**src/rtl/aclimd_pkg.sv**
```systemverilog
package aclimd_pkg;

    localparam int SAMPLE_W = 12;
    localparam int RUN_W    = 4;
    localparam int FUNC_W   = 2;
    localparam int CFG_IDX_W = 2;

    localparam logic [SAMPLE_W-1:0] SATURATED_SAMPLE = 12'd4095;
    localparam logic [RUN_W-1:0]    RUN_MAX          = 4'd15;

    localparam logic [FUNC_W-1:0] FUNC_SAMPLE  = 2'd0;
    localparam logic [FUNC_W-1:0] FUNC_RESTART = 2'd1;
    localparam logic [FUNC_W-1:0] FUNC_CLEAR   = 2'd2;
    localparam logic [FUNC_W-1:0] FUNC_UNUSED  = 2'd3;

    localparam logic [CFG_IDX_W-1:0] CFG_STOP_CURRENT    = 2'd0;
    localparam logic [CFG_IDX_W-1:0] CFG_RISE_DIFFERENCE = 2'd1;
    localparam logic [CFG_IDX_W-1:0] CFG_RISE_RUN_LENGTH = 2'd2;
    localparam logic [CFG_IDX_W-1:0] CFG_OVER_RUN_LENGTH = 2'd3;

    localparam logic [SAMPLE_W-1:0] RST_STOP_CURRENT    = 12'd2048;
    localparam logic [SAMPLE_W-1:0] RST_RISE_DIFFERENCE = 12'd100;
    localparam logic [RUN_W-1:0]    RST_RISE_RUN_LENGTH = 4'd3;
    localparam logic [RUN_W-1:0]    RST_OVER_RUN_LENGTH = 4'd10;

    typedef struct packed {
        logic [FUNC_W-1:0]   func;
        logic [SAMPLE_W-1:0] adc_sample;
    } t_in;

    typedef struct packed {
        logic [SAMPLE_W-1:0] mean_current;
        logic                limit_reached;
        logic                sample_taken;
    } t_out;

    typedef struct packed {
        logic [SAMPLE_W-1:0] stop_current;
        logic [SAMPLE_W-1:0] rise_difference;
        logic [RUN_W-1:0]    rise_run_length;
        logic [RUN_W-1:0]    over_run_length;
    } t_cfg;

    typedef struct packed {
        logic                judge;
        logic                restart;
        logic                clear;
        logic [SAMPLE_W-1:0] mean;
    } t_judge_cmd;

endpackage

```
**src/rtl/aclimd_cell.sv**
```systemverilog
module aclimd_cell
    import aclimd_pkg::*;
(
    input  logic                i_clk,
    input  logic                i_rst_n,
    input  logic                i_shift,
    input  logic [SAMPLE_W-1:0] i_data,
    output logic [SAMPLE_W-1:0] o_data
);

    logic [SAMPLE_W-1:0] r_data;
    logic [SAMPLE_W-1:0] n_data;

    always_comb begin
        n_data = r_data;
        if (i_shift) begin
            n_data = i_data;
        end
    end

    always_ff @(posedge i_clk) begin
        if (!i_rst_n) begin
            r_data <= '0;
        end else begin
            r_data <= n_data;
        end
    end

    assign o_data = r_data;

endmodule

```
**src/rtl/aclimd_judge.sv**
```systemverilog
module aclimd_judge
    import aclimd_pkg::*;
(
    input  logic       i_clk,
    input  logic       i_rst_n,
    input  logic       i_en,
    input  t_judge_cmd i_cmd,
    input  t_cfg       i_cfg,
    output logic       o_flag
);

    logic [SAMPLE_W-1:0] r_last_mean;
    logic [RUN_W-1:0]    r_over_run;
    logic [RUN_W-1:0]    r_rise_run;
    logic                r_flag;

    logic [SAMPLE_W-1:0] n_last_mean;
    logic [RUN_W-1:0]    n_over_run;
    logic [RUN_W-1:0]    n_rise_run;
    logic                n_flag;
    logic [SAMPLE_W-1:0] rise;

    always_comb begin
        n_last_mean = r_last_mean;
        n_over_run  = r_over_run;
        n_rise_run  = r_rise_run;
        n_flag      = r_flag;
        rise        = i_cmd.mean - r_last_mean;
        if (i_cmd.restart) begin
            n_last_mean = '0;
            n_over_run  = '0;
            n_rise_run  = '0;
            n_flag      = 1'b0;
        end else if (i_cmd.clear) begin
            n_flag = 1'b0;
        end else if (i_cmd.judge) begin
            if (i_cmd.mean > i_cfg.stop_current) begin
                if (r_over_run < RUN_MAX) begin
                    n_over_run = r_over_run + 1'b1;
                end
                if (n_over_run >= i_cfg.over_run_length) begin
                    n_flag = 1'b1;
                end
            end else begin
                n_over_run = '0;
            end
            if ((i_cmd.mean > r_last_mean) && (rise > i_cfg.rise_difference)) begin
                if (r_rise_run < RUN_MAX) begin
                    n_rise_run = r_rise_run + 1'b1;
                end
            end else begin
                // a rise run that ends long enough latches the flag
                if (r_rise_run > i_cfg.rise_run_length) begin
                    n_flag = 1'b1;
                end
                n_rise_run = '0;
            end
            n_last_mean = i_cmd.mean;
        end
    end

    always_ff @(posedge i_clk) begin
        if (!i_rst_n) begin
            r_last_mean <= '0;
            r_over_run  <= '0;
            r_rise_run  <= '0;
            r_flag      <= 1'b0;
        end else if (i_en) begin
            r_last_mean <= n_last_mean;
            r_over_run  <= n_over_run;
            r_rise_run  <= n_rise_run;
            r_flag      <= n_flag;
        end
    end

    assign o_flag = n_flag;

endmodule

```
**src/rtl/actuator_current_limit_detector_unit.sv**
```systemverilog
// channel   direction  signals                                    transfer when
// in        input      i_in_valid, o_in_ready, i_in_data (t_in)   i_in_valid && o_in_ready
// out       output     o_out_valid, i_out_ready, o_out_data       o_out_valid && i_out_ready
// cfg       input      i_cfg_we, i_cfg_index, i_cfg_data          i_cfg_we
//
// one item per cycle sustained while the output is not stalled: a non-saturated sample
// shifts into the cell chain and the running total on transfer, and the mean (reciprocal
// multiply) is judged and registered into the output stage when the first stage advances.
// synchronous active-low reset clears the cells, total, run counters and flag.
// a stalled output holds the first stage, so input is still taken while one result waits.
module actuator_current_limit_detector_unit
    import aclimd_pkg::*;
#(
    parameter int WINDOW_DEPTH = 10
) (
    input  logic                 i_clk,
    input  logic                 i_rst_n,
    input  logic                 i_in_valid,
    output logic                 o_in_ready,
    input  t_in                  i_in_data,
    output logic                 o_out_valid,
    input  logic                 i_out_ready,
    output t_out                 o_out_data,
    input  logic                 i_cfg_we,
    input  logic [CFG_IDX_W-1:0] i_cfg_index,
    input  logic [SAMPLE_W-1:0]  i_cfg_data
);

    localparam int TOT_W   = $clog2(WINDOW_DEPTH * 4095 + 1);
    localparam int SHIFT   = TOT_W + $clog2(WINDOW_DEPTH);
    localparam int RECIP_W = TOT_W + 1;
    localparam int RECIP   = ((1 << SHIFT) + WINDOW_DEPTH - 1) / WINDOW_DEPTH;
    localparam int PROD_W  = TOT_W + RECIP_W;
    localparam logic [RECIP_W-1:0] RECIP_C = RECIP_W'(RECIP);

    // configuration
    t_cfg r_cfg;

    always_ff @(posedge i_clk) begin
        if (!i_rst_n) begin
            r_cfg.stop_current    <= RST_STOP_CURRENT;
            r_cfg.rise_difference <= RST_RISE_DIFFERENCE;
            r_cfg.rise_run_length <= RST_RISE_RUN_LENGTH;
            r_cfg.over_run_length <= RST_OVER_RUN_LENGTH;
        end else if (i_cfg_we) begin
            case (i_cfg_index)
                CFG_STOP_CURRENT:    r_cfg.stop_current    <= i_cfg_data;
                CFG_RISE_DIFFERENCE: r_cfg.rise_difference <= i_cfg_data;
                CFG_RISE_RUN_LENGTH: r_cfg.rise_run_length <= i_cfg_data[RUN_W-1:0];
                CFG_OVER_RUN_LENGTH: r_cfg.over_run_length <= i_cfg_data[RUN_W-1:0];
                default: ;
            endcase
        end
    end

    // handshake
    logic r_s1_valid;
    logic r_out_valid;
    logic s1_adv;
    logic in_xfer;

    assign s1_adv     = r_s1_valid && (!r_out_valid || i_out_ready);
    assign o_in_ready = !r_s1_valid || s1_adv;
    assign in_xfer    = i_in_valid && o_in_ready;

    logic shift;
    assign shift = in_xfer && (i_in_data.func == FUNC_SAMPLE)
                   && (i_in_data.adc_sample != SATURATED_SAMPLE);

    // window as a chain of cells, oldest sample at the far end
    logic [SAMPLE_W-1:0] chain [WINDOW_DEPTH+1];
    assign chain[0] = i_in_data.adc_sample;

    for (genvar g = 0; g < WINDOW_DEPTH; g++) begin : g_cell
        aclimd_cell u_cell (
            .i_clk   (i_clk),
            .i_rst_n (i_rst_n),
            .i_shift (shift),
            .i_data  (chain[g]),
            .o_data  (chain[g+1])
        );
    end

    logic [TOT_W-1:0] r_total;
    logic [TOT_W-1:0] n_total;

    always_comb begin
        n_total = r_total;
        if (shift) begin
            n_total = r_total - TOT_W'(chain[WINDOW_DEPTH]) + TOT_W'(i_in_data.adc_sample);
        end
    end

    logic [FUNC_W-1:0] r_s1_func;
    logic              r_s1_taken;

    always_ff @(posedge i_clk) begin
        if (!i_rst_n) begin
            r_total    <= '0;
            r_s1_valid <= 1'b0;
        end else begin
            r_total <= n_total;
            if (in_xfer) begin
                r_s1_valid <= 1'b1;
            end else if (s1_adv) begin
                r_s1_valid <= 1'b0;
            end
        end
    end

    always_ff @(posedge i_clk) begin
        if (in_xfer) begin
            r_s1_func  <= i_in_data.func;
            r_s1_taken <= shift;
        end
    end

    // exact truncated mean by reciprocal multiply
    logic [PROD_W-1:0]   prod;
    logic [SAMPLE_W-1:0] mean;
    assign prod = PROD_W'(r_total) * PROD_W'(RECIP_C);
    assign mean = prod[SHIFT +: SAMPLE_W];

    t_judge_cmd cmd;
    logic       flag;

    always_comb begin
        cmd.judge   = 1'b0;
        cmd.restart = 1'b0;
        cmd.clear   = 1'b0;
        cmd.mean    = mean;
        case (r_s1_func)
            FUNC_SAMPLE:  cmd.judge   = r_s1_taken;
            FUNC_RESTART: cmd.restart = 1'b1;
            FUNC_CLEAR:   cmd.clear   = 1'b1;
            default: ;
        endcase
    end

    aclimd_judge u_judge (
        .i_clk   (i_clk),
        .i_rst_n (i_rst_n),
        .i_en    (s1_adv),
        .i_cmd   (cmd),
        .i_cfg   (r_cfg),
        .o_flag  (flag)
    );

    // output register
    t_out r_out;

    always_ff @(posedge i_clk) begin
        if (!i_rst_n) begin
            r_out_valid <= 1'b0;
        end else if (s1_adv) begin
            r_out_valid <= 1'b1;
        end else if (i_out_ready) begin
            r_out_valid <= 1'b0;
        end
    end

    always_ff @(posedge i_clk) begin
        if (s1_adv) begin
            r_out.mean_current  <= mean;
            r_out.limit_reached <= flag;
            r_out.sample_taken  <= r_s1_taken;
        end
    end

    assign o_out_valid = r_out_valid;
    assign o_out_data  = r_out;

endmodule

```
**config.mk**
```make
export PLATFORM = sky130hd
export DESIGN_NAME = actuator_current_limit_detector_unit
export DESIGN_NICKNAME = d
export VERILOG_FILES = /design/src/rtl/aclimd_pkg.sv /design/src/rtl/aclimd_cell.sv /design/src/rtl/aclimd_judge.sv /design/src/rtl/actuator_current_limit_detector_unit.sv
export SDC_FILE = /design/constraint.sdc
export NUM_CORES = 1
export LEC_CHECK = 0
export BUFFER_PORTS_ARGS = -buffer_cell sky130_fd_sc_hd__buf_2
export CAP_MARGIN = 20
export CELL_PAD_IN_SITES_DETAIL_PLACEMENT = 1
export CELL_PAD_IN_SITES_GLOBAL_PLACEMENT = 2
export CORE_ASPECT_RATIO = 0.6
export CORE_MARGIN = 8
export CORE_UTILIZATION = 25
export DETAILED_ROUTE_END_ITERATION = 12
export PLACE_DENSITY_LB_ADDON = 0.15
export SYNTH_ARGS = -nofsm -noshare
export SYNTH_HDL_FRONTEND = slang
export SYNTH_SLANG_ARGS = --single-unit
```
**constraint.sdc**
```tcl
create_clock -name i_clk -period 14.3 [get_ports i_clk]
set_clock_uncertainty 0.15 [all_clocks]
set_input_delay 2.86 -clock i_clk [delete_from_list [all_inputs] [get_ports i_clk]]
set_output_delay 2.86 -clock i_clk [all_outputs]
set_load 0.01 [all_outputs]
```
# Word-level counts from Yosys, hierarchy flattened
# Cells that the tools add are included.
# op_classes
addsub	5
mul	1
order_cmp	7
n_eq_ne	8
muxes	31
n_reduce_logical	21
# op_table
op	count
4-bit 2-to-1 mux	14
12-bit > comparator	3
12-bit 2-to-1 mux	3
16-bit by 16-bit multiplier with 31-bit output (second input constant)	1
16-bit by 12-bit adder with 16-bit output	1
16-bit by 12-bit subtractor with 16-bit output	1
1-bit 2-to-1 mux	14
12-bit inequality test (second input constant)	1
12-bit subtractor	1
4-bit by 1-bit adder with 4-bit output (second input constant)	2
4-bit less-than comparator (second input constant)	2
2-bit AND reduction	4
2-bit == test (second input constant)	3
2-bit logical NOT	3
2-bit nonzero test	3
1-bit logical AND	5
2-bit by 1-bit == test with 1-bit output (second input constant)	2
4-bit greater-or-equal comparator	1
4-bit > comparator	1
4-bit AND reduction	1
3-bit inequality test (second input constant)	1
3-bit AND reduction	1
1-bit logical NOT	2
1-bit logical OR	2
2-bit by 1-bit inequality test with 1-bit output (second input constant)	1
# totals
regBits	208
inputBits	33
output_inout_bits	16

# Longest topological paths before layout
# depth
ltp_word	14
ltp_mapped	35
ltp_nobuf	35

# By module
# A second synthesis with hierarchy kept.
# hier_totals
hier_cells	1509
area_unflattened_um2	14719.1
# modules_own_cells
module	n_inst	cells_each	area_per_inst_um2
actuator_current_limit_detector_unit	1	826	7886.3
aclimd_cell	10	38	450.4
aclimd_judge	1	303	2328.5

# Worst setup path before layout
# Ideal clock, no wire load.
# synth_timing
path_type	register -> register
start	reg r_total[5]
end	reg u_judge.r_rise_run[0]
setup_time_ps	59
arrival_time_ps	7959
setup_slack_ps	6133
stages_incl_launch_ff	33
path_buffers	0
path_cell_list	dfxtp_1 > ha_1 > fa_1 > fa_1 > inv_1 > fa_1 > inv_1 > fa_1 > inv_1 > fa_1 > inv_1 > ha_1 > nand4_1 > a2111oi_0 > a221oi_1 > nand2_1 > xor2_1 > inv_1 > fa_1 > nor2b_1 > o21a_1 > o21ai_0 > a21oi_1 > o21ai_0 > nor2b_1 > o311ai_0 > ha_1 > nand4_1 > nor3_1 > a2111oi_0 > o21ai_0 > nor4_1 > mux2_2
# synth_lines
item	line	text
start, declared	actuator_current_limit_detector_unit.sv:84	logic [TOT_W-1:0] r_total;
start signal, assigned	actuator_current_limit_detector_unit.sv:102	r_total <= n_total;
end signal, assigned	aclimd_judge.sv:71	r_rise_run <= n_rise_run;
end, declared	aclimd_judge.sv:14	logic [RUN_W-1:0] r_rise_run;

==> flow_metrics.env <==
export IMPL_run_status="completed"
export IMPL_fin_cells=2460
export IMPL_worst_hold_path_endpoint="g_cell[2].u_cell.o_data[10]"
export IMPL_period_share=0.719
export IMPL_avgSynthCellArea_um2=8.53
export IMPL_irDropWorstVdd_uv=74.2
export IMPL_crit_path_top_delay_cell="a2111oi_0"
export IMPL_r2r_slack_ns=4.01
export IMPL_antenna_found_initial=0
export IMPL_nNetsFinal=1997
export IMPL_final_min_clock_period_ns=10.29
export IMPL_wirelength_um=43400
export IMPL_ant_nets=0
export IMPL_pwr_density_cell_mw_per_mm2=123
export IMPL_switching_share=0.358
export IMPL_yosysUniqueCellTypes=67
export IMPL_cp_slowest_stage_delay_ns=0.81
export IMPL_yosysSeqAreaShare=0.305
export IMPL_initial_utilization=0.254
export IMPL_clock_sinks=208
export IMPL_grt_total_usage=0.134
export IMPL_crit_top_cell="fa_1"
export IMPL_clk_pin_slew_worst_paths_ns=0.06
export IMPL_critPathBufInv=5
export IMPL_cts_htree_levels=1
export IMPL_cap_violations=0
export IMPL_first_pass_iters=4
export IMPL_cp_arrival_ns=10.57
export IMPL_synth_area_leader_cell="dfxtp_1"
export IMPL_postCtsSetupBuffers=0
export IMPL_cts_buffer_depth=3
export IMPL_clock_latency_ns=0.55
export IMPL_dp_slack_ns=4.15
export IMPL_num_rows=67
export IMPL_cts_hold_buffers=0
export IMPL_crit_family="adder cells"
export IMPL_die_h_um=201
export IMPL_pin_count=49
export IMPL_slew_viol_final=0
export IMPL_timing_hold_violations_final=0
export IMPL_r2r_end="u_judge.r_rise_run[0]"
export IMPL_io_buffers=48
export IMPL_core_region_area_mm2=0.0560
export IMPL_setup_tns_ns=0
export IMPL_drt_iter0_drc=660
export IMPL_seq_power_share=0.313
export IMPL_netlist_top_cells_count="343 x nand2_1, 257 x inv_1, 191 x dfxtp_1"
export IMPL_grt_pass1_wl_um=69400
export IMPL_async_flop_share=0
export IMPL_synth_area_mm2=0.0142
export IMPL_cts_root_buf="clkbuf_16"
export IMPL_wl_per_cell_um=17.6
export IMPL_grt_setup_unrepaired="false"
export IMPL_synth_top_area_share=0.269
export IMPL_crit_type="register to register"
export IMPL_syn2layout_area_growth_pct=13.0
export IMPL_clkPwrFrac=0.339
export IMPL_yosysMostFrequentCell="nand2_1"
export IMPL_crit_path_max_fanout=8
export IMPL_internal_power_uw=1270
export IMPL_die_area_mm2=0.0650
export IMPL_critPathLaunchType="register"
export IMPL_synthCells=1667
export IMPL_finish_utilization=0.287
export IMPL_finalWeightedCongestion=0.825
export IMPL_cts_resized=0
export IMPL_overflow=0
export IMPL_grt_pass1_vias=11538
export IMPL_worstMarginPinSlew_ns=0.910
export IMPL_synth_top_cells_by_area="dfxtp_1 27%, ha_1 16%, fa_1 13%"
export IMPL_relSlewSlack=0.391
export IMPL_synth_edf_count=17
export IMPL_end_kind="register"
export IMPL_p_leak_uw=0.00721
export IMPL_viasPerCell=4.49
export IMPL_worstHoldStart="g_cell[1].u_cell.o_data[10]"
export IMPL_p_comb_frac=0.348
export IMPL_p_sw_uw=707
export IMPL_synth_nets=1980
export IMPL_fin_ws_ns=4.01
export IMPL_cts_tree="built"
export IMPL_placedCellCount=2417
export IMPL_layout_drive_gt1_share=0.0629
export IMPL_finalSetupViolCount=0
export IMPL_clock_fmax_mhz=97.2
export IMPL_whs_path_depth=2
export IMPL_synthFlopType="dfxtp_1"
export IMPL_cts_buffers=24
export IMPL_drc=0
export IMPL_r2r_cells=32
export IMPL_holdCritPathClass="register to register"
export IMPL_dpl_hpwl_um=33900
export IMPL_yosysWarnings=0
export IMPL_nFillCells=6653
export IMPL_ys_ff_latch=208
export IMPL_r2r_start="r_total[4]"
export IMPL_total_power_uw=1970
export IMPL_grt_max_degree=102
export IMPL_via_count=11055
export IMPL_critPathRequiredTime_ns=14.58
export IMPL_die_x_um=324
-- power by group through the flow --
stage	Combinational, uW	Clock, uW	Sequential [uW]
2_1_floorplan	476	0	628
3_3_place_gp	689	0	631
3_5_place_dp	691	0	631
4_1_cts	698	698	618
5_1_grt	791	722	620
6_report	688	669	618
-- cells by family (layout without fill, tap and decap cells) --
| family | count (synthesis) | after routing | share of synthesized area |
|---|---|---|---|
| simple gates | 493 | 493 | 0.149 |
| buf+inv | 320 | 353 | 0.0863 |
| fa+ha+maj | 280 | 280 | 0.295 |
| compound gates | 318 | 318 | 0.133 |
| flops | 208 | 208 | 0.305 |
| other cells | 0 | 1 | 0 |
| mux | 13 | 13 | 0.00941 |
| xor+xnor | 35 | 35 | 0.0216 |
-- metrics by stage --
step / area, um2 / hold slack [ns]
finish: 16100 / 0.282
global route: 16100 / 0.304
CTS: 16100 / 0.276
detailed placement: 15200 / 0.295
global placement: 15200 / 0.291
floorplan: 14200 / 0.279
-- tightest hold or removal path, cell delays in order, from the launching register on --
cell,delay [ns]
dfxtp_1,0.31
nand2_1,0.05
a21oi_1,0.05
-- final cells by class --
class                      count  area (um2)  area share
multi-input combinational   1139        8660       0.539
inverter                     258         976      0.0607
antenna                        1        2.50    0.000156
timing repair buffer          53         278      0.0173
clock buffer                  32         746      0.0464
clock inverter                10         116     0.00724
sequential                   208        4330       0.270
tap                          759         950      0.0591
-- cells in the final DEF, fill, tap and decap left out, types with 7 or more instances in the layout --
master       n
a211oi_1    10
a21o_1      27
a21oi_1    185
a22o_1      10
buf_2       48
clkbuf_16   28
dfxtp_1    191
edfxtp_1    17
fa_1        93
ha_1       187
inv_1      256
mux2i_1     10
nand2_1    343
nand2b_1     7
nand3_1     22
nand4_1     18
nor2_1      38
nor2b_1     11
nor3_1      14
o211ai_1     9
o21ai_0     29
or3_1        7
xnor2_1     24
xor2_1      11
-- metal layers --
metal | share of wire | wire (um) | track usage | up-vias
met3 | 0.036 | 1540 | 0.0228 | 37
met5 | 0 | 0 | 0 | -
met4 | 0.011 | 495 | 0.0175 | 0
met1 | 0.58 | 25300 | 0.222 | 5396
met2 | 0.37 | 16100 | 0.176 | 110
li1 | - | - | - | 5512
-- how the worst max path moves through the flow --
| stage | start | end | cells past startpoint |
|---|---|---|---|
| 2_1_floorplan | r_total[5] | u_judge.r_rise_run[0] | 32 |
| 3_3_place_gp | r_total[4] | u_judge.r_rise_run[0] | 32 |
| 3_5_place_dp | r_total[5] | u_judge.r_rise_run[0] | 32 |
| 4_1_cts | r_total[5] | u_judge.r_rise_run[0] | 32 |
| 5_1_grt | r_total[5] | u_judge.r_rise_run[0] | 32 |
| 6_report | r_total[4] | u_judge.r_rise_run[0] | 32 |
-- registers in the layout, summed over array words and instances, names as in the netlist --
signal,flops
r_total,16
r_s1_valid,1
u_judge.r_flag,1
r_s1_func,2
u_judge.r_rise_run,4
g_cell.u_cell.o_data,120
u_judge.r_last_mean,12
u_judge.r_over_run,4
r_s1_taken,1
r_cfg,32
o_out_data,14
o_out_valid,1
No activity file was read; power rests on OpenSTA's default activity.
